`config.mk`:
```
export PLATFORM = sky130hd
export DESIGN_NAME = cpu_exception_priority_unit_flat
export DESIGN_NICKNAME = d
export VERILOG_FILES = /design/src/rtl/core/cpepu_pkg.sv /design/src/rtl/core/cpepu_in_if.sv /design/src/rtl/core/cpepu_out_if.sv /design/src/rtl/core/cpu_exception_priority_unit.sv /design/src/flat_wrapper.sv
export VERILOG_INCLUDE_DIRS = /design/src /design/src/rtl/core
export SDC_FILE = /design/constraint.sdc
export NUM_CORES = 2
export LEC_CHECK = 0
export BUFFER_PORTS_ARGS = -buffer_cell sky130_fd_sc_hd__clkbuf_2
export CORE_MARGIN = 2
export CORE_UTILIZATION = 53
export CTS_BUF_LIST = sky130_fd_sc_hd__clkbuf_16
export DETAILED_ROUTE_END_ITERATION = 12
export GPL_TIMING_DRIVEN = 1
export HOLD_SLACK_MARGIN = 0.02
export PLACE_DENSITY = 0.75
export SYNTH_ARGS = -nofsm -noshare
export SYNTH_HDL_FRONTEND = slang
export SYNTH_SLANG_ARGS = --single-unit
```
`constraint.sdc`:
```
create_clock -name i_clk -period 19.5 [get_ports i_clk]
set_input_delay 3.9 -clock i_clk [delete_from_list [all_inputs] [get_ports i_clk]]
set_output_delay 3.9 -clock i_clk [all_outputs]
set_load 0.01 [all_outputs]
```
`src/rtl/core/cpu_exception_priority_unit_assert.svh`:
```
// ----------------------------------------------------------------------------
// Exception priority unit assertion macros
// Concurrent check wrappers; compiled out with NO_ASSERTIONS.
// ----------------------------------------------------------------------------
`ifndef CPU_EXCEPTION_PRIORITY_UNIT_ASSERT_SVH
`define CPU_EXCEPTION_PRIORITY_UNIT_ASSERT_SVH

`ifndef NO_ASSERTIONS

// same-cycle implication
`define CPEPU_ASSERT_NOW(label, clk, rst_n, ante, cons, msg) \
    label: assert property (@(posedge clk) disable iff (!(rst_n)) (ante) |-> (cons)) \
        else $error(msg);

// next-cycle implication
`define CPEPU_ASSERT_NEXT(label, clk, rst_n, ante, cons, msg) \
    label: assert property (@(posedge clk) disable iff (!(rst_n)) (ante) |=> (cons)) \
        else $error(msg);

`else

`define CPEPU_ASSERT_NOW(label, clk, rst_n, ante, cons, msg)
`define CPEPU_ASSERT_NEXT(label, clk, rst_n, ante, cons, msg)

`endif

`endif

```
`src/rtl/core/cpepu_pkg.sv`:
```
// ----------------------------------------------------------------------------
// Exception priority unit package
// Item types, exception and cause codes, priority and vector functions.
// ----------------------------------------------------------------------------
`default_nettype none

package cpepu_pkg;

    localparam logic ACT_SIGNAL = 1'b0;
    localparam logic ACT_HANDLE = 1'b1;

    localparam logic [4:0] K_ADDR   = 5'd0;
    localparam logic [4:0] K_BRK    = 5'd1;
    localparam logic [4:0] K_BUS    = 5'd2;
    localparam logic [4:0] K_COLD   = 5'd3;
    localparam logic [4:0] K_COPU   = 5'd4;
    localparam logic [4:0] K_FP     = 5'd5;
    localparam logic [4:0] K_OVF    = 5'd6;
    localparam logic [4:0] K_INT    = 5'd7;
    localparam logic [4:0] K_NMI    = 5'd8;
    localparam logic [4:0] K_RI     = 5'd9;
    localparam logic [4:0] K_SOFT   = 5'd10;
    localparam logic [4:0] K_SYS    = 5'd11;
    localparam logic [4:0] K_TLBI   = 5'd12;
    localparam logic [4:0] K_TLBM   = 5'd13;
    localparam logic [4:0] K_TLBMOD = 5'd14;
    localparam logic [4:0] K_TRAP   = 5'd15;
    localparam logic [4:0] K_WATCH  = 5'd16;
    localparam logic [4:0] K_XTLB   = 5'd17;

    localparam logic [1:0] ACC_READ  = 2'd0;
    localparam logic [1:0] ACC_WRITE = 2'd1;
    localparam logic [1:0] ACC_FETCH = 2'd2;
    localparam logic [1:0] ACC_RESV  = 2'd3;

    localparam logic [4:0] EXC_INT   = 5'd0;
    localparam logic [4:0] EXC_MOD   = 5'd1;
    localparam logic [4:0] EXC_TLBL  = 5'd2;
    localparam logic [4:0] EXC_TLBS  = 5'd3;
    localparam logic [4:0] EXC_ADEL  = 5'd4;
    localparam logic [4:0] EXC_ADES  = 5'd5;
    localparam logic [4:0] EXC_IBE   = 5'd6;
    localparam logic [4:0] EXC_DBE   = 5'd7;
    localparam logic [4:0] EXC_SYS   = 5'd8;
    localparam logic [4:0] EXC_BP    = 5'd9;
    localparam logic [4:0] EXC_RI    = 5'd10;
    localparam logic [4:0] EXC_CPU   = 5'd11;
    localparam logic [4:0] EXC_OV    = 5'd12;
    localparam logic [4:0] EXC_TR    = 5'd13;
    localparam logic [4:0] EXC_FPE   = 5'd15;
    localparam logic [4:0] EXC_WATCH = 5'd23;

    localparam int ST_EXL = 0;
    localparam int ST_ERL = 1;
    localparam int ST_BEV = 2;
    localparam int ST_SR  = 3;
    localparam int ST_TS  = 4;
    localparam int ST_RP  = 5;

    localparam logic [63:0] VEC_BASE_NORMAL = 64'hFFFF_FFFF_8000_0000;
    localparam logic [63:0] VEC_BASE_BOOT   = 64'hFFFF_FFFF_BFC0_0200;
    localparam logic [63:0] VEC_GENERAL     = 64'h0000_0000_0000_0180;
    localparam logic [63:0] VEC_XTLB_REFILL = 64'h0000_0000_0000_0080;

    localparam logic [4:0] PRIO_PLAIN [18] = '{
        5'd6, 5'd12, 5'd1, 5'd20, 5'd11, 5'd7, 5'd8, 5'd0, 5'd18,
        5'd10, 5'd19, 5'd13, 5'd4, 5'd5, 5'd3, 5'd9, 5'd2, 5'd5
    };

    typedef struct packed {
        logic        action;
        logic [4:0]  exception_kind;
        logic [1:0]  access_kind;
        logic [63:0] bad_address;
        logic [4:0]  page_offset_bits;
        logic [7:0]  current_asid;
        logic [1:0]  cop_unit;
        logic [63:0] current_pc;
        logic        in_delay_slot;
        logic [63:0] error_return_pc;
    } t_in_item;

    typedef struct packed {
        logic        handled;
        logic [63:0] next_pc;
        logic [63:0] return_pc;
        logic [4:0]  cause_code;
        logic [1:0]  cause_cop;
        logic        cause_delay;
        logic [5:0]  status_flags;
        logic [63:0] bad_vaddr_reg;
        logic [39:0] context_vpn;
        logic [39:0] xcontext_vpn;
        logic [39:0] entry_vpn;
        logic [7:0]  entry_asid;
    } t_out_item;

    function automatic logic [4:0] priority_of(input logic [4:0] kind, input logic [1:0] acc);
        logic [4:0] p;
        p = 5'd0;
        if (kind <= K_XTLB) begin
            p = PRIO_PLAIN[kind];
        end
        if (acc == ACC_FETCH) begin
            if (kind == K_ADDR) begin
                p = 5'd17;
            end else if (kind == K_BUS) begin
                p = 5'd14;
            end else if (kind == K_TLBI) begin
                p = 5'd15;
            end else if (kind == K_TLBM || kind == K_XTLB) begin
                p = 5'd16;
            end
        end
        return p;
    endfunction

    function automatic logic [63:0] vector_of(input logic [4:0] kind, input logic bev,
                                              input logic exl);
        logic [63:0] base;
        logic [63:0] v;
        base = bev ? VEC_BASE_BOOT : VEC_BASE_NORMAL;
        if (kind == K_COLD || kind == K_SOFT || kind == K_NMI) begin
            v = VEC_BASE_BOOT;
        end else if (kind == K_TLBM) begin
            v = exl ? (base | VEC_GENERAL) : base;
        end else if (kind == K_XTLB) begin
            v = base | (exl ? VEC_GENERAL : VEC_XTLB_REFILL);
        end else begin
            v = base | VEC_GENERAL;
        end
        return v;
    endfunction

endpackage

`default_nettype wire

```
`src/rtl/core/cpepu_in_if.sv`:
```
// ----------------------------------------------------------------------------
// Exception priority unit event channel
// Valid/ready channel carrying one exception event per transfer.
// ----------------------------------------------------------------------------
`default_nettype none

interface cpepu_in_if;
    import cpepu_pkg::*;

    logic     valid;
    logic     ready;
    t_in_item data;

    modport source (output valid, output data, input ready);
    modport sink   (input valid, input data, output ready);
endinterface

`default_nettype wire

```
`src/rtl/core/cpepu_out_if.sv`:
```
// ----------------------------------------------------------------------------
// Exception priority unit result channel
// Valid/ready channel carrying one register view per transfer.
// ----------------------------------------------------------------------------
`default_nettype none

interface cpepu_out_if;
    import cpepu_pkg::*;

    logic      valid;
    logic      ready;
    t_out_item data;

    modport source (output valid, output data, input ready);
    modport sink   (input valid, input data, output ready);
endinterface

`default_nettype wire

```
`src/rtl/core/cpu_exception_priority_unit.sv`:
```
// ----------------------------------------------------------------------------
// CPU exception priority unit
// Latches the highest-priority signaled exception and dispatches it on a
// handle event, updating cause, EPC, status and fault address registers.
// ----------------------------------------------------------------------------
//  channel  dir  modport  payload
//  i_in     in   sink     action, kind, access, address, pc, ... (t_in_item)
//  o_out    out  source   handled, next_pc, register view (t_out_item)
//
//  One transfer per cycle sustained while o_out is ready; each item passes
//  through the input register, then the result register.
//  Sync reset clears pending state, all CP0 registers and both valid bits.
//  A stall on o_out holds the result; the input register accepts one more
//  transfer only if it is empty, and i_in.ready is low while it is full.
// ----------------------------------------------------------------------------
`default_nettype none

`include "cpu_exception_priority_unit_assert.svh"

module cpu_exception_priority_unit (
    input  wire          i_clk,
    input  wire          i_rst_n,
    cpepu_in_if.sink     i_in,
    cpepu_out_if.source  o_out
);
    import cpepu_pkg::*;

    logic      r_in_vld;
    t_in_item  r_in;
    logic      r_out_vld;
    t_out_item r_out;
    t_out_item n_out;
    logic      w_adv;

    logic        r_pend,     n_pend;
    logic [4:0]  r_pend_prio, n_pend_prio;
    logic [4:0]  r_pend_kind, n_pend_kind;
    logic [1:0]  r_pend_acc, n_pend_acc;
    logic [63:0] r_pend_vec, n_pend_vec;
    logic [63:0] r_sv_addr,  n_sv_addr;
    logic [39:0] r_sv_vpn,   n_sv_vpn;
    logic [7:0]  r_sv_asid,  n_sv_asid;
    logic [5:0]  r_status,   n_status;
    logic [63:0] r_epc,      n_epc;
    logic [7:0]  r_cause,    n_cause;
    logic [63:0] r_bvaddr,   n_bvaddr;
    logic [39:0] r_ctx,      n_ctx;
    logic [39:0] r_xctx,     n_xctx;
    logic [39:0] r_ehi_vpn,  n_ehi_vpn;
    logic [7:0]  r_ehi_asid, n_ehi_asid;

    assign w_adv      = r_in_vld && (!r_out_vld || o_out.ready);
    assign i_in.ready = !r_in_vld || w_adv;
    assign o_out.valid = r_out_vld;
    assign o_out.data  = r_out;

    always_comb begin
        logic [1:0]  acc;
        logic [4:0]  prio;
        logic        take;
        logic        fault;
        logic [5:0]  sh;
        logic [63:0] shifted;
        logic        wr;
        logic [63:0] npc;
        logic        hnd;

        n_pend      = r_pend;
        n_pend_prio = r_pend_prio;
        n_pend_kind = r_pend_kind;
        n_pend_acc  = r_pend_acc;
        n_pend_vec  = r_pend_vec;
        n_sv_addr   = r_sv_addr;
        n_sv_vpn    = r_sv_vpn;
        n_sv_asid   = r_sv_asid;
        n_status    = r_status;
        n_epc       = r_epc;
        n_cause     = r_cause;
        n_bvaddr    = r_bvaddr;
        n_ctx       = r_ctx;
        n_xctx      = r_xctx;
        n_ehi_vpn   = r_ehi_vpn;
        n_ehi_asid  = r_ehi_asid;

        acc  = (r_in.access_kind == ACC_RESV) ? ACC_READ : r_in.access_kind;
        prio = priority_of(r_in.exception_kind, acc);
        take = (r_in.action == ACT_SIGNAL) && (r_in.exception_kind <= K_XTLB)
               && (!r_pend || prio >= r_pend_prio);
        fault = (r_in.exception_kind == K_ADDR) || (r_in.exception_kind == K_TLBI)
                || (r_in.exception_kind == K_TLBM) || (r_in.exception_kind == K_TLBMOD)
                || (r_in.exception_kind == K_XTLB);
        sh      = {1'b0, r_in.page_offset_bits} + 6'd1;
        shifted = r_in.bad_address >> sh;
        wr      = (r_pend_acc == ACC_WRITE);
        hnd     = (r_in.action == ACT_HANDLE) && r_pend;
        npc     = 64'd0;

        if (take) begin
            n_pend      = 1'b1;
            n_pend_prio = prio;
            n_pend_kind = r_in.exception_kind;
            n_pend_acc  = acc;
            n_pend_vec  = vector_of(r_in.exception_kind, r_status[ST_BEV], r_status[ST_EXL]);
            if (fault) begin
                n_sv_addr = r_in.bad_address;
                n_sv_vpn  = shifted[39:0];
                n_sv_asid = r_in.current_asid;
            end
        end

        if (hnd) begin
            n_pend     = 1'b0;
            n_cause[7] = r_in.in_delay_slot;
            if (!r_status[ST_EXL]) begin
                n_epc            = r_in.current_pc - (r_in.in_delay_slot ? 64'd8 : 64'd4);
                n_status[ST_EXL] = 1'b1;
            end
            npc = r_pend_vec;
            case (r_pend_kind)
                K_ADDR: begin
                    n_cause[6:0] = {2'd0, wr ? EXC_ADES : EXC_ADEL};
                    n_bvaddr     = r_sv_addr;
                    n_ctx        = r_sv_vpn;
                end
                K_BRK: begin
                    n_cause[4:0] = EXC_BP;
                end
                K_BUS: begin
                    n_cause[6:0] = {2'd0, (r_pend_acc == ACC_FETCH) ? EXC_IBE : EXC_DBE};
                end
                K_COLD: begin
                    n_status[ST_RP]  = 1'b0;
                    n_status[ST_SR]  = 1'b0;
                    n_status[ST_TS]  = 1'b0;
                    n_status[ST_ERL] = 1'b1;
                    n_status[ST_BEV] = 1'b1;
                end
                K_COPU: begin
                    n_cause[6:0] = {r_in.cop_unit, EXC_CPU};
                end
                K_FP: begin
                    n_cause[6:0] = {2'd0, EXC_FPE};
                end
                K_OVF: begin
                    n_cause[6:0] = {2'd0, EXC_OV};
                end
                K_INT: begin
                    n_cause[6:0] = {2'd0, EXC_INT};
                end
                K_NMI: begin
                    npc              = r_in.error_return_pc;
                    n_status[ST_TS]  = 1'b0;
                    n_status[ST_ERL] = 1'b1;
                    n_status[ST_SR]  = 1'b1;
                    n_status[ST_BEV] = 1'b1;
                    n_cause[6:5]     = 2'd0;
                end
                K_RI: begin
                    n_cause[6:0] = {2'd0, EXC_RI};
                end
                K_SOFT: begin
                    if (!r_status[ST_ERL]) begin
                        npc = r_in.error_return_pc;
                    end
                    n_status[ST_RP]  = 1'b0;
                    n_status[ST_TS]  = 1'b0;
                    n_status[ST_BEV] = 1'b1;
                    n_status[ST_ERL] = 1'b1;
                    n_status[ST_SR]  = 1'b1;
                end
                K_SYS: begin
                    n_cause[6:0] = {2'd0, EXC_SYS};
                end
                K_TLBI, K_TLBM: begin
                    n_cause[6:0] = {2'd0, wr ? EXC_TLBS : EXC_TLBL};
                    n_bvaddr     = r_sv_addr;
                    n_ctx        = r_sv_vpn;
                    n_ehi_vpn    = r_sv_vpn;
                    n_ehi_asid   = r_sv_asid;
                end
                K_TLBMOD: begin
                    n_cause[6:0] = {2'd0, EXC_MOD};
                    n_bvaddr     = r_sv_addr;
                    n_ctx        = r_sv_vpn;
                    n_ehi_vpn    = r_sv_vpn;
                    n_ehi_asid   = r_sv_asid;
                end
                K_TRAP: begin
                    n_cause[6:0] = {2'd0, EXC_TR};
                end
                K_WATCH: begin
                    n_cause[6:0] = {2'd0, EXC_WATCH};
                end
                default: begin
                    n_cause[6:0] = {2'd0, wr ? EXC_TLBS : EXC_TLBL};
                    n_bvaddr     = r_sv_addr;
                    n_ctx        = r_sv_vpn;
                    n_xctx       = r_sv_vpn;
                    n_ehi_vpn    = r_sv_vpn;
                    n_ehi_asid   = r_sv_asid;
                end
            endcase
        end

        n_out.handled       = hnd;
        n_out.next_pc       = npc;
        n_out.return_pc     = n_epc;
        n_out.cause_code    = n_cause[4:0];
        n_out.cause_cop     = n_cause[6:5];
        n_out.cause_delay   = n_cause[7];
        n_out.status_flags  = n_status;
        n_out.bad_vaddr_reg = n_bvaddr;
        n_out.context_vpn   = n_ctx;
        n_out.xcontext_vpn  = n_xctx;
        n_out.entry_vpn     = n_ehi_vpn;
        n_out.entry_asid    = n_ehi_asid;
    end

    always_ff @(posedge i_clk) begin
        if (!i_rst_n) begin
            r_in_vld    <= 1'b0;
            r_out_vld   <= 1'b0;
            r_pend      <= 1'b0;
            r_pend_prio <= '0;
            r_pend_kind <= '0;
            r_pend_acc  <= '0;
            r_pend_vec  <= '0;
            r_sv_addr   <= '0;
            r_sv_vpn    <= '0;
            r_sv_asid   <= '0;
            r_status    <= '0;
            r_epc       <= '0;
            r_cause     <= '0;
            r_bvaddr    <= '0;
            r_ctx       <= '0;
            r_xctx      <= '0;
            r_ehi_vpn   <= '0;
            r_ehi_asid  <= '0;
        end else begin
            if (i_in.ready) begin
                r_in_vld <= i_in.valid;
            end
            if (w_adv) begin
                r_out_vld   <= 1'b1;
                r_pend      <= n_pend;
                r_pend_prio <= n_pend_prio;
                r_pend_kind <= n_pend_kind;
                r_pend_acc  <= n_pend_acc;
                r_pend_vec  <= n_pend_vec;
                r_sv_addr   <= n_sv_addr;
                r_sv_vpn    <= n_sv_vpn;
                r_sv_asid   <= n_sv_asid;
                r_status    <= n_status;
                r_epc       <= n_epc;
                r_cause     <= n_cause;
                r_bvaddr    <= n_bvaddr;
                r_ctx       <= n_ctx;
                r_xctx      <= n_xctx;
                r_ehi_vpn   <= n_ehi_vpn;
                r_ehi_asid  <= n_ehi_asid;
            end else if (o_out.ready) begin
                r_out_vld <= 1'b0;
            end
        end
    end

    always_ff @(posedge i_clk) begin
        if (i_in.ready && i_in.valid) begin
            r_in <= i_in.data;
        end
        if (w_adv) begin
            r_out <= n_out;
        end
    end

    `CPEPU_ASSERT_NOW(a_handled_sets_exl, i_clk, i_rst_n, r_out_vld && r_out.handled, r_out.status_flags[ST_EXL], "handled result without EXL set")
    `CPEPU_ASSERT_NEXT(a_handle_clears_pending, i_clk, i_rst_n, w_adv && (r_in.action == ACT_HANDLE), !r_pend, "pending exception survived a handle event")
    `CPEPU_ASSERT_NEXT(a_signal_sets_pending, i_clk, i_rst_n, w_adv && (r_in.action == ACT_SIGNAL) && (r_in.exception_kind <= K_XTLB) && !r_pend, r_pend, "valid signal with nothing pending was not latched")

endmodule

`default_nettype wire
```
`src/flat_wrapper.sv`:
```
// flat-port wrapper written by rule: the top's interface ports become plain ports
module cpu_exception_priority_unit_flat import cpepu_pkg::*;
  (i_clk, i_rst_n, i_in_valid, i_in_data, i_in_ready, o_out_valid, o_out_data, o_out_ready);
  cpepu_in_if i_in_i ();
  cpepu_out_if o_out_i ();
  input  wire i_clk;
  input  wire i_rst_n;
  input wire logic [$bits(i_in_i.valid)-1:0] i_in_valid;
  input wire logic [$bits(i_in_i.data)-1:0] i_in_data;
  output wire logic [$bits(i_in_i.ready)-1:0] i_in_ready;
  output wire logic [$bits(o_out_i.valid)-1:0] o_out_valid;
  output wire logic [$bits(o_out_i.data)-1:0] o_out_data;
  input wire logic [$bits(o_out_i.ready)-1:0] o_out_ready;
  assign i_in_i.valid = i_in_valid;
  assign i_in_i.data = i_in_data;
  assign i_in_ready = i_in_i.ready;
  assign o_out_valid = o_out_i.valid;
  assign o_out_data = o_out_i.data;
  assign o_out_i.ready = o_out_ready;
  cpu_exception_priority_unit u_core (.i_clk(i_clk), .i_rst_n(i_rst_n), .i_in(i_in_i), .o_out(o_out_i));
endmodule
```
# == Yosys cells after proc, flatten, opt, wreduce, memory -nomap -nowiden ==
# Memories as Yosys holds them, arrays and structs flattened.
# Index checks and enable logic that the tools add are counted.
# classes
addsub,2
magnitude_cmp,3
n_eq_ne,28
shift,1
n_mux,43
bitwise_logic,3
n_reduce_logical,32
# ops
operator,n
$mux 64,8
$mux 40,6
$pmux 64 s2,1
$eq 5x4->1 const B,13
$pmux 5 s13,1
$or 64x9->64,1
$shr 64x6->40,1
$sub 64x64->64,1
$mux 5,8
$mux 30,1
$mux 8,3
$eq 5x2->1 const B,4
$eq 5x3->1 const B,4
$mux 9,2
$reduce_or 17->1,1
$reduce_or 14->1,1
$reduce_or 13->1,1
$eq 5x5->1 const B,2
$logic_not 5->1,2
$logic_or 1x1->1,10
$mux 1,8
$pmux 4 s2,1
$add 5x1->6 const B,1
$eq 2x2->1 const B,3
other kinds (18),28
# totals
register_bits,1012
romBits,160
out_inout_bits,337
n_memories,1
# mem_list
name,depth,width,rd,rd_ports_with_merged_regs,write_ports,line,rtl
(no name shown),32,5,1,0,0,cpepu_pkg.sv:102,p = PRIO_PLAIN[kind];

# == Logic depth before layout (Yosys ltp) ==
# depth
ltp_word,15
depth_mapped,15
ltp_nobuf,10

# == Least setup slack after synthesis ==
# OpenSTA, ideal clock, no wires.
# synth_timing
path_kind,input port to flip-flop
start,in o_out_ready
end,reg u_core.r_out (netlist bit u_core.o_out.data[0]) (enable)
setup_ps,830
arrival_time_ps,13841
setup_slack_ps,4829
path_stages,6
n_path_buf,3
cell_sequence,nor2b_1 -> nand2b_1 -> clkbuf_1 -> inv_1 -> clkbuf_1 -> clkbuf_1
# synth_between
elab_chain_cells,2
# synth_rtl
item,line,rtl
start: declaration,flat_wrapper.sv:13,input wire logic [$bits(o_out_i.ready)-1:0] o_out_ready;
$logic_or 1x1->1,cpu_exception_priority_unit.sv:52,assign w_adv = r_in_vld && (!r_out_vld || o_out.ready);
$logic_and 1x1->1,cpu_exception_priority_unit.sv:52,
named net u_core.w_adv,cpu_exception_priority_unit.sv:33,logic w_adv;
end signal: assignment,cpu_exception_priority_unit.sv:272,r_out <= n_out;
end: declaration,cpu_exception_priority_unit.sv:31,t_out_item r_out;
# The timed path passes the listed nets, and every way through them passes these cells.
# A chain may end at the register's enable or synchronous reset.

# == Worst setup path in the final report ==
# layout_timing
start,in o_out_ready
end,out i_in_ready
# layout_between
elab_chain_cells,3
# layout_rtl
item,line,rtl
$logic_or 1x1->1,cpu_exception_priority_unit.sv:52,
$logic_and 1x1->1,cpu_exception_priority_unit.sv:52,
$logic_or 1x1->1,cpu_exception_priority_unit.sv:53,assign i_in.ready = !r_in_vld || w_adv;
end: declaration,flat_wrapper.sv:10,output wire logic [$bits(i_in_i.ready)-1:0] i_in_ready;
# Every way passes these cells.

==> metrics.txt <==
result of the run complete, no violations; Initial Util 0.535; CP Cell Sequence clkbuf_2 > nor2b_1 > nand2_1 > clkbuf_2; hold violation count in the final report 0; CTS tree yes; iteration-0 DRC count of the detailed router ~3600; max_cap viols 0; pin slew with the least headroom to its limit 1210 ps; nature of the critical path startpoint input pin; met3 track utilization from global routing 0.0438; final critical path time including I/O delays and setup 8430 ps; Core Region around 0.076 mm^2; buffers inserted by post-CTS timing repair 0; CP max FO 4; share of total power in sequential cells 0.503; Relative slew margins 0.194; post-synthesis cell type with the largest combined area edfxtp_1; maximum level of the CTS H-tree 3; area share of the largest cell type after synthesis 0.408; pin count of the biggest net entering global routing 112; global-route met1 utilization 0.388; Slew Viols, Final 0; Slowest cell on crit path nor2b_1; share of synthesized area occupied by flip-flops and latches 0.606; count of nets after finishing 4002; I/O Buffers ~560; number of resized instances in the post-cts repair step 0; switching power 1.09 mW; clock transition at the registers of the reported paths around 60 ps; overflow left after global routing 0; per-cell routed wire length approximately 23 um; power density cells ~97 mW/mm^2; number of flops mapped to enable cells by yosys ~550; Vias around 30000; Clock Tree Buf Depth 3; Clk pwr share 0.407; kind of capture point of the worst setup path output pin; area grow syn2layout 16.1%; Syn Nets about 3600; HP Class reg -> reg; crit path buf inv count 2; Total Die Area between 0.07 and 0.08 mm^2; most numerous cell in the Yosys netlist edfxtp_1; internal power consumption around 3.5 mW; source-to-sink clock delay at the later pin of the worst-skew pair between 600 and 700 ps; delay of the slowest cell on the worst path 240 ps; overall routed net length around 110 mm; highest achievable clock rate ~0.12 GHz; detailed placement HPWL 71.8 mm; width of the die 281 um; distinct cell type count after synthesis 80; die outline height 281 um; # DRC 0; layer with the highest usage met2; average footprint of a synthesized cell 12.0 um^2; number of top-level pins about 560; synth warn 0; commonest cells in the netlist edfxtp_1, dfxtp_1, nor2_1; WP data required ~16000 ps; instance count of the mapped netlist between 3000 and 4000; worst vdd ir 64.4 uV; post-route setup TNS 0 ps; Seq cells post-synth about 950; Async SR Flop Fraction 0; Lkg Pwr roughly 17 nW; critical path class in -> out; number of CTS-inserted buffers 97; setup slack, reg-to-reg about 15000 ps; top post-synthesis cells by area edfxtp_1, dfxtp_1, mux2_2; number of antenna violations at the first check in global routing 11; first-pass GRT wire length about 170 mm; overall power consumption ~4.6 mW; std cell rows 101; fin crit share 0.432; vias in the first global route 27589; cell at the root of the clock tree clkbuf_16; part of the power in combinational logic 0.090; share of total power consumed by net switching 0.240; Global Route Usage Sum 0.272; most used cell along the critical path clkbuf_2; fraction of layout instances using a drive strength above 1 0.303; prevailing post-synth register cell edfxtp_1; unrepaired setup endpoints after global routing no; count of filler cells inserted in the layout between 5000 and 6000; cell family with the largest share of critical-path delay simple AND/OR/NAND/NOR gates; Clock Sinks around 950; met2 Use GR 0.421; worst clock skew on the final layout ~29 ps; post-detailed-route count of antenna-violating nets 0; vias per cell around 6; # setup viols final 0; Mapped Area between 0.04 and 0.05 mm^2; final weighted congestion of routability-driven global placement about 0.94; number of iterations in the first detailed-routing pass 6; total of hold buffers inserted after clock tree synthesis 0; Worst EP arrival ~4500 ps
logic make-up after synthesis:
kind of cell               after synthesis  synth area share
DFF                                    952             0.606
and+or+nand+nor                        864             0.103
AOI/OAI and AO/OA                      859             0.140
muxes                                  328             0.109
buffers and inverters                  320            0.0303
xor gates and xnor gates                42           0.00907
adders and majority gates                9           0.00290
worst paths after layout:
| path | from | to | depth (start not counted) |
|---|---|---|---|
| hold / removal | u_core.r_status[4] | u_core.r_status[4] | 2 |
| setup / recovery | o_out_ready | i_in_ready | 4 |
| setup reg to reg | u_core.r_in[210] | u_core.r_sv_vpn[22] | 11 |
| hold reg to reg | u_core.r_status[4] | u_core.r_status[4] | 2 |
placed cells by master (no fill, tap or decap), types with 19 or more instances in the layout:
master,synthesis,final
a211oi_1,30,30
a21oi_1,189,188
a22oi_1,19,19
a311oi_1,26,26
a31oi_1,79,79
and3_1,27,27
buf_4,1,47
clkbuf_16,0,101
clkbuf_2,0,555
clkinv_1,0,23
clkinv_2,0,23
dfxtp_1,401,401
edfxtp_1,551,551
inv_1,18,32
mux2_2,206,206
mux2i_1,51,51
mux4_2,71,71
nand2_1,203,202
nand2b_1,22,20
nand3_1,31,31
nand4_1,77,77
nor2_1,271,270
nor3_1,111,110
nor4_1,23,23
o21ai_0,225,225
o21ba_2,105,105
o31ai_1,92,92
or4_1,19,19
xnor2_1,38,38
through the flow:
stage,cell area (um^2),worst slack (ps),utilization,cells,hold slack [ps]
3_3_place_gp,43900,11070,0.579,4653,412
2_1_floorplan,40600,4830,-,3374,405
4_1_cts,47100,11080,0.621,4834,425
6_report,47100,11070,0.622,4842,422
3_5_place_dp,43900,11090,0.579,4653,415
5_1_grt,47100,11030,0.622,4841,462
power groups by stage:
| stage | registers (mW) | clock network [mW] | logic (mW) |
|---|---|---|---|
| final | 2.29 | 1.85 | 0.411 |
| after global routing | 2.30 | 1.96 | 0.442 |
| after detailed placement | 2.33 | 0 | 0.404 |
| after floorplan | 2.35 | 0 | 0.250 |
| after CTS | 2.29 | 1.88 | 0.408 |
| after global placement | 2.33 | 0 | 0.399 |
metal layers:
| metal | share of wire | wire, um | up-vias |
|---|---|---|---|
| met5 | 0.00012 | 13 | - |
| met4 | 0.034 | 3770 | 2 |
| met3 | 0.080 | 8940 | 206 |
| met2 | 0.47 | 52000 | 1396 |
| met1 | 0.42 | 46400 | 14665 |
| li1 | - | - | 13573 |
worst register-to-register path, cell delays in order (launching register included):
cell,delay [ps]
edfxtp_1,760
inv_1,210
o32ai_1,300
o21ai_0,150
ha_1,320
nand2b_1,120
a211oi_1,140
o21ai_4,350
buf_4,510
buf_4,710
nand3_1,330
o311a_1,420
area by class of cell:
cell class              instances  area, um^2  area share
flip-flops and latches        952       24600       0.521
multi-input cells            2102       14900       0.316
repair buffers                602        3130      0.0664
clock buffers                 101        2530      0.0536
well taps                     978        1220      0.0260
clock inverters                80         681      0.0144
inverters                      19        86.3     0.00183
diodes                          8        20.0    0.000425
state kept, by name, indices dropped and copies added, names as in the netlist:
register            cells
u_core.o_out.data     335
u_core.o_out.valid      1
u_core.r_bvaddr        64
u_core.r_cause          8
u_core.r_ctx           40
u_core.r_ehi_asid       8
u_core.r_ehi_vpn       40
u_core.r_epc           64
u_core.r_in           216
u_core.r_in_vld         1
u_core.r_pend           1
u_core.r_pend_acc       2
u_core.r_pend_kind      5
u_core.r_pend_prio      5
u_core.r_pend_vec       4
u_core.r_status         6
u_core.r_sv_addr       64
u_core.r_sv_asid        8
u_core.r_sv_vpn        40
u_core.r_xctx          40
(Power assumes the default switching activity.)
